**config.mk**
```make
export PLATFORM = sky130hd
export DESIGN_NAME = shp_filter
export DESIGN_NICKNAME = d
export VERILOG_FILES = /design/src/design/shp_pkg.sv /design/src/design/shp_filter.sv
export SDC_FILE = /design/constraint.sdc
export NUM_CORES = 1
export LEC_CHECK = 0
export BUFFER_PORTS_ARGS = -buffer_cell sky130_fd_sc_hd__buf_2
export CAP_MARGIN = 20
export CORE_MARGIN = 3
export CORE_UTILIZATION = 42
export CTS_CLUSTER_DIAMETER = 120
export CTS_CLUSTER_SIZE = 16
export DETAILED_ROUTE_END_ITERATION = 12
export GPL_TIMING_DRIVEN = 0
export PLACE_DENSITY = 0.61
export SYNTH_ARGS = -nofsm -noshare
export SYNTH_HDL_FRONTEND = slang
export SYNTH_SLANG_ARGS = --single-unit
```
**constraint.sdc**
```tcl
create_clock -name clk -period 15 [get_ports clk]
set_input_delay 1.5 -clock clk [delete_from_list [all_inputs] [get_ports clk]]
set_output_delay 1.5 -clock clk [all_outputs]
set_load 0.02 [all_outputs]
```
**src/design/shp_pkg.sv**
```systemverilog
// shared types and constants for the 3x3 rgb sharpening stream
// used by shp_line_buf, shp_filter and sharpen_3x3_rgb_stream; no dependencies
`timescale 1ns / 1ps

package shp_pkg;

  localparam int MAX_WIDTH    = 1024;
  localparam int MAX_HEIGHT   = 4096;
  localparam int MIN_SIZE     = 3;
  localparam int COL_W        = $clog2(MAX_WIDTH);
  localparam int ROW_W        = $clog2(MAX_HEIGHT);
  localparam int WIDTH_REG_W  = 11;
  localparam int HEIGHT_REG_W = 13;
  localparam int CFG_DATA_W   = 13;
  localparam int CFG_IDX_W    = 1;

  localparam logic [WIDTH_REG_W-1:0]  WIDTH_RESET  = 11'd640;
  localparam logic [HEIGHT_REG_W-1:0] HEIGHT_RESET = 13'd480;

  // configuration register indexes
  localparam logic [CFG_IDX_W-1:0] REG_FRAME_WIDTH  = 1'b0;
  localparam logic [CFG_IDX_W-1:0] REG_FRAME_HEIGHT = 1'b1;

  typedef struct packed {
    logic [7:0] red_in;
    logic [7:0] green_in;
    logic [7:0] blue_in;
    logic       drain;
  } pixel_in_t;

  typedef struct packed {
    logic [7:0] red_out;
    logic [7:0] green_out;
    logic [7:0] blue_out;
    logic       frame_end;
  } pixel_out_t;

  typedef struct packed {
    logic [7:0] r;
    logic [7:0] g;
    logic [7:0] b;
  } rgb_t;

  // one column of the two stored lines
  typedef struct packed {
    rgb_t above;
    rgb_t current;
  } line_word_t;

  // control of one item as it leaves the input stage
  typedef struct packed {
    logic valid;      // item shifts the window
    logic pixel;      // real pixel enters the bottom row
    logic zero_col;   // drain past the last column: shift in zeros
    logic emit;       // item produces a result
    logic pass;       // border pixel, centre goes out unchanged
    logic frame_end;
  } stage_ctl_t;

endpackage

```
**src/design/shp_filter.sv**
```systemverilog
// 3x3 window, sharpening arithmetic and result register
// depends on shp_pkg for pixel and control types
`timescale 1ns / 1ps

module shp_filter (
  input  logic                 clk,
  input  logic                 rst_n,
  input  logic                 adv,
  input  shp_pkg::stage_ctl_t  s1_ctl,
  input  shp_pkg::rgb_t        s1_px,
  input  shp_pkg::line_word_t  rd_data,
  output logic                 out_valid,
  output shp_pkg::pixel_out_t  out_data
);
  import shp_pkg::*;

  rgb_t       win_r [3][3];
  rgb_t       col_in [3];
  logic       emit_r;
  logic       pass_r;
  logic       end_r;
  logic       out_valid_r;
  pixel_out_t out_data_r;
  pixel_out_t out_data_nxt;

  // floor((11*c - 2*(n0+n1+n2+n3))/3) clamped to 0..255
  function automatic logic [7:0] sharpen(input logic [7:0] c, input logic [7:0] n0,
                                         input logic [7:0] n1, input logic [7:0] n2,
                                         input logic [7:0] n3);
    logic [11:0] c11;
    logic [11:0] s2;
    logic [11:0] diff;
    logic [19:0] prod;
    logic [7:0]  q;
    c11  = {1'b0, c, 3'b0} + {3'b0, c, 1'b0} + {4'b0, c};
    s2   = {1'b0, ({2'b0, n0} + {2'b0, n1} + {2'b0, n2} + {2'b0, n3}), 1'b0};
    diff = c11 - s2;
    // 683/2048 is exact for floor(x/3) while x stays below 768
    prod = {10'b0, diff[9:0]} * 20'd683;
    if (c11 < s2) begin
      q = 8'd0;
    end else if (diff >= 12'd768) begin
      q = 8'd255;
    end else begin
      q = prod[18:11];
    end
    return q;
  endfunction

  always_comb begin
    col_in[0] = s1_ctl.zero_col ? '0 : rd_data.above;
    col_in[1] = s1_ctl.zero_col ? '0 : rd_data.current;
    col_in[2] = s1_ctl.pixel ? s1_px : '0;
  end

  always_ff @(posedge clk) begin
    if (!rst_n) begin
      for (int i = 0; i < 3; i++) begin
        for (int j = 0; j < 3; j++) begin
          win_r[i][j] <= '0;
        end
      end
    end else if (adv && s1_ctl.valid) begin
      for (int i = 0; i < 3; i++) begin
        win_r[i][0] <= win_r[i][1];
        win_r[i][1] <= win_r[i][2];
        win_r[i][2] <= col_in[i];
      end
    end
  end

  always_ff @(posedge clk) begin
    if (!rst_n) begin
      emit_r <= 1'b0;
    end else if (adv) begin
      emit_r <= s1_ctl.valid && s1_ctl.emit;
    end
  end

  always_ff @(posedge clk) begin
    if (adv) begin
      pass_r <= s1_ctl.pass;
      end_r  <= s1_ctl.frame_end;
    end
  end

  always_comb begin
    out_data_nxt.frame_end = end_r;
    if (pass_r) begin
      out_data_nxt.red_out   = win_r[1][1].r;
      out_data_nxt.green_out = win_r[1][1].g;
      out_data_nxt.blue_out  = win_r[1][1].b;
    end else begin
      out_data_nxt.red_out   = sharpen(win_r[1][1].r, win_r[0][1].r, win_r[2][1].r,
                                       win_r[1][0].r, win_r[1][2].r);
      out_data_nxt.green_out = sharpen(win_r[1][1].g, win_r[0][1].g, win_r[2][1].g,
                                       win_r[1][0].g, win_r[1][2].g);
      out_data_nxt.blue_out  = sharpen(win_r[1][1].b, win_r[0][1].b, win_r[2][1].b,
                                       win_r[1][0].b, win_r[1][2].b);
    end
  end

  always_ff @(posedge clk) begin
    if (!rst_n) begin
      out_valid_r <= 1'b0;
    end else if (adv) begin
      out_valid_r <= emit_r;
    end
  end

  always_ff @(posedge clk) begin
    if (adv) begin
      out_data_r <= out_data_nxt;
    end
  end

  assign out_valid = out_valid_r;
  assign out_data  = out_data_r;

endmodule

```
==> flow_metrics.env <==
export IMPL_dpl_cell_area_sq_um=18600
export IMPL_cts_resized=0
export IMPL_status="finished, final reports clean"
export IMPL_cp_buffers_inverters=5
export IMPL_grt_max_degree=63
export IMPL_max_stage_delay_ns=0.52
export IMPL_yosysTopAreaCell="edfxtp_1"
export IMPL_die_y_microns=209
export IMPL_cts_setup_buffers=0
export IMPL_hold_buffers=0
export IMPL_synth_cells=1599
export IMPL_numCtsBuffers=17
export IMPL_ant_nets=0
export IMPL_antenna_found_initial=0
export IMPL_path_common_cell="fa_1"
export IMPL_ys_top_cells_by_area="edfxtp_1 34%, ha_1 19%, fa_1 15%, inv_1 6.1%, and2_1 5.3%"
export IMPL_rsz0062_at_grt="no"
export IMPL_crit_arrival_ns=9.02
export IMPL_maxCapViolCount=0
export IMPL_drive_gt1_frac=0.0909
export IMPL_portBuffers=106
export IMPL_dieArea_sq_um=43700
export IMPL_drc=0
export IMPL_overflow=0
export IMPL_ys_flop_type="edfxtp_1"
export IMPL_core_area_sq_um=40200
export IMPL_grt_util_all_layers=0.167
export IMPL_gp_congestion=0.843
export IMPL_layout_setup_ws_ns=6.26
export IMPL_initial_core_util=0.431
export IMPL_finalSetupViolations=0
export IMPL_grt_pass1_vias=11700
export IMPL_place_ws_ns=6.29
export IMPL_firstDrtPassIters=5
export IMPL_timing_fmax_mhz=114
export IMPL_worstSkewPairLatency_ns=0.46
export IMPL_wl_per_cell_microns=15.5
export IMPL_criticalPathCategory="reg -> reg"
export IMPL_hpwl_mm=29.1
export IMPL_hold_viol=0
export IMPL_async_reset_ff_frac=0
export IMPL_ys_seq_area_frac=0.340
export IMPL_antenna_diode_count=0
export IMPL_clk_pin_slew_ns=0.09
export IMPL_avgSynthCellArea_sq_um=10.8
export IMPL_syn_to_final_growth_pct=11.0
export IMPL_synth_distinct_cells=66
export IMPL_h_tree_depth=4
export IMPL_hp_class="reg -> reg"
export IMPL_fill_cells=3733
export IMPL_nets=2200
export IMPL_critical_path_startpoint_type="flip-flop"
export IMPL_num_vias=11200
export IMPL_cts_sinks=197
export IMPL_clock_skew_final_ns=0.0103
export IMPL_slew_viol_final=0
export IMPL_cpMaxStageDelayCell="fa_1"
export IMPL_synth_enable_flop_cells=195
export IMPL_cts_buffer_depth=2
export IMPL_cp_end_kind="flip-flop"
export IMPL_io_pins=107
export IMPL_ys_seq_elements=197
export IMPL_yosysTopAreaCellShare=0.338
export IMPL_syn_num_nets=2073
export IMPL_seq_area_sq_um=5900
export IMPL_ys_warn_count=0
export IMPL_design_area_sq_um=19200
export IMPL_slew_headroom=0.405
export IMPL_grt_pass1_wl_mm=58.3
export IMPL_drtIter0Drc=489
export IMPL_cts_root_buffer="clkbuf_16"
export IMPL_required_ns=15.28
export IMPL_synth_area_sq_um=17300
export IMPL_multi_input_area_sq_um=10300
export IMPL_wirelength_mm=35.1
export IMPL_fin_setup_tns_ns=0
export IMPL_tightestPinTransition_ns=0.892
export IMPL_dieWidth_microns=209
export IMPL_fin_crit_sh=0.583
export IMPL_crit_family="adder cells"
export IMPL_row_count=73
export IMPL_cp_max_fo=8
export IMPL_postLayoutCoreUtil=0.478
export IMPL_min_period_ns=8.74
export IMPL_cts_tree="done"
export IMPL_viasPerCell=4.93
==> registers in the layout, summed over array words and instances, names as in the netlist <==
signal,flops
out_valid,1
end_r,1
emit_r,1
win_r,168
pass_r,1
out_data,25
==> synth_stat cells, drive strengths merged (4+ instances only) <==
library cell and number:
inv 284, ha 263, edfxtp 195, and2 146, fa 130, xnor2 72, a21oi 67, nand2 67
o21ai 56, nor2 49, and3 29, clkbuf 27, a21o 19, xor2 19, nor2b 17, nor3 16
o21bai 15, nand3 14, a211oi 12, nand2b 12, or3 8, a31oi 6, o2111ai 6, o21a 6
o211ai 5, or2 5, a21boi 4
==> placed cells by master, fill, tap and decap left out, types with 15 or more instances in the layout <==
cell type,Yosys,routed
nand2_1,67,66
fa_1,130,130
nor2b_1,17,17
o21ai_0,50,50
clkbuf_1,27,27
nor2_1,49,49
and3_1,29,29
nor3_1,15,15
o21bai_1,15,15
buf_2,2,108
ha_1,263,263
xnor2_1,72,72
inv_1,283,283
xor2_1,18,18
clkbuf_16,0,17
a21oi_1,66,66
edfxtp_1,195,195
a21o_1,19,19
and2_1,146,146
==> worst paths after layout <==
check                                             end  slack, ns                        from  cells past startpoint
worst min register to register  out_data[0]$_DFFE_PP_       0.43             end_r$_DFFE_PP_                      0
worst max-delay path            out_data[8]$_DFFE_PP_       6.26  win_r[0][25]$_SDFFCE_PN0P_                     33
worst max register to register  out_data[8]$_DFFE_PP_       6.26  win_r[0][25]$_SDFFCE_PN0P_                     33
worst min-delay path            out_data[0]$_DFFE_PP_       0.43             end_r$_DFFE_PP_                      0
==> kinds of logic (layout without fill, tap and decap cells) <==
logic type / after synthesis / in the layout / share of synthesized area
adder cells (fa/ha/maj): 393 / 393 / 0.340
AO/OA/AOI/OAI: 226 / 226 / 0.0839
XOR/XNOR: 92 / 92 / 0.0477
buffers and inverters: 313 / 453 / 0.0680
multiplexers: 1 / 1 / 0.000578
flip-flops: 197 / 197 / 0.340
AND/OR/NAND/NOR: 377 / 377 / 0.119
==> metrics by stage <==
step / hold slack, ns / std cells
2_1_floorplan: 0.400 / 1599
3_3_place_gp: 0.413 / 2230
3_5_place_dp: 0.417 / 2232
4_1_cts: 0.442 / 2264
5_1_grt: 0.457 / 2264
6_report: 0.434 / 2264
==> per-layer routing <==
metal	share of wire	global-route usage	wire (microns)	vias to the layer above
met2	0.47	0.278	16600	133
met3	0.029	0.0228	1010	32
met1	0.48	0.229	17000	5345
met5	0	0	0	-
met4	0.016	0.0446	560	0
li1	-	-	-	5650
==> layout make-up <==
class	instances	share of cell area
timing repair buffer	108	0.0305
clock buffer	17	0.0221
multi-input combinational	1089	0.533
clock inverter	15	0.0118
sequential	197	0.307
tap	525	0.0342
buffer	29	0.00579
inverter	284	0.0555
Power is not shown: default switching activity piles up to over one toggle a cycle in this logic, so the estimate is an artifact.
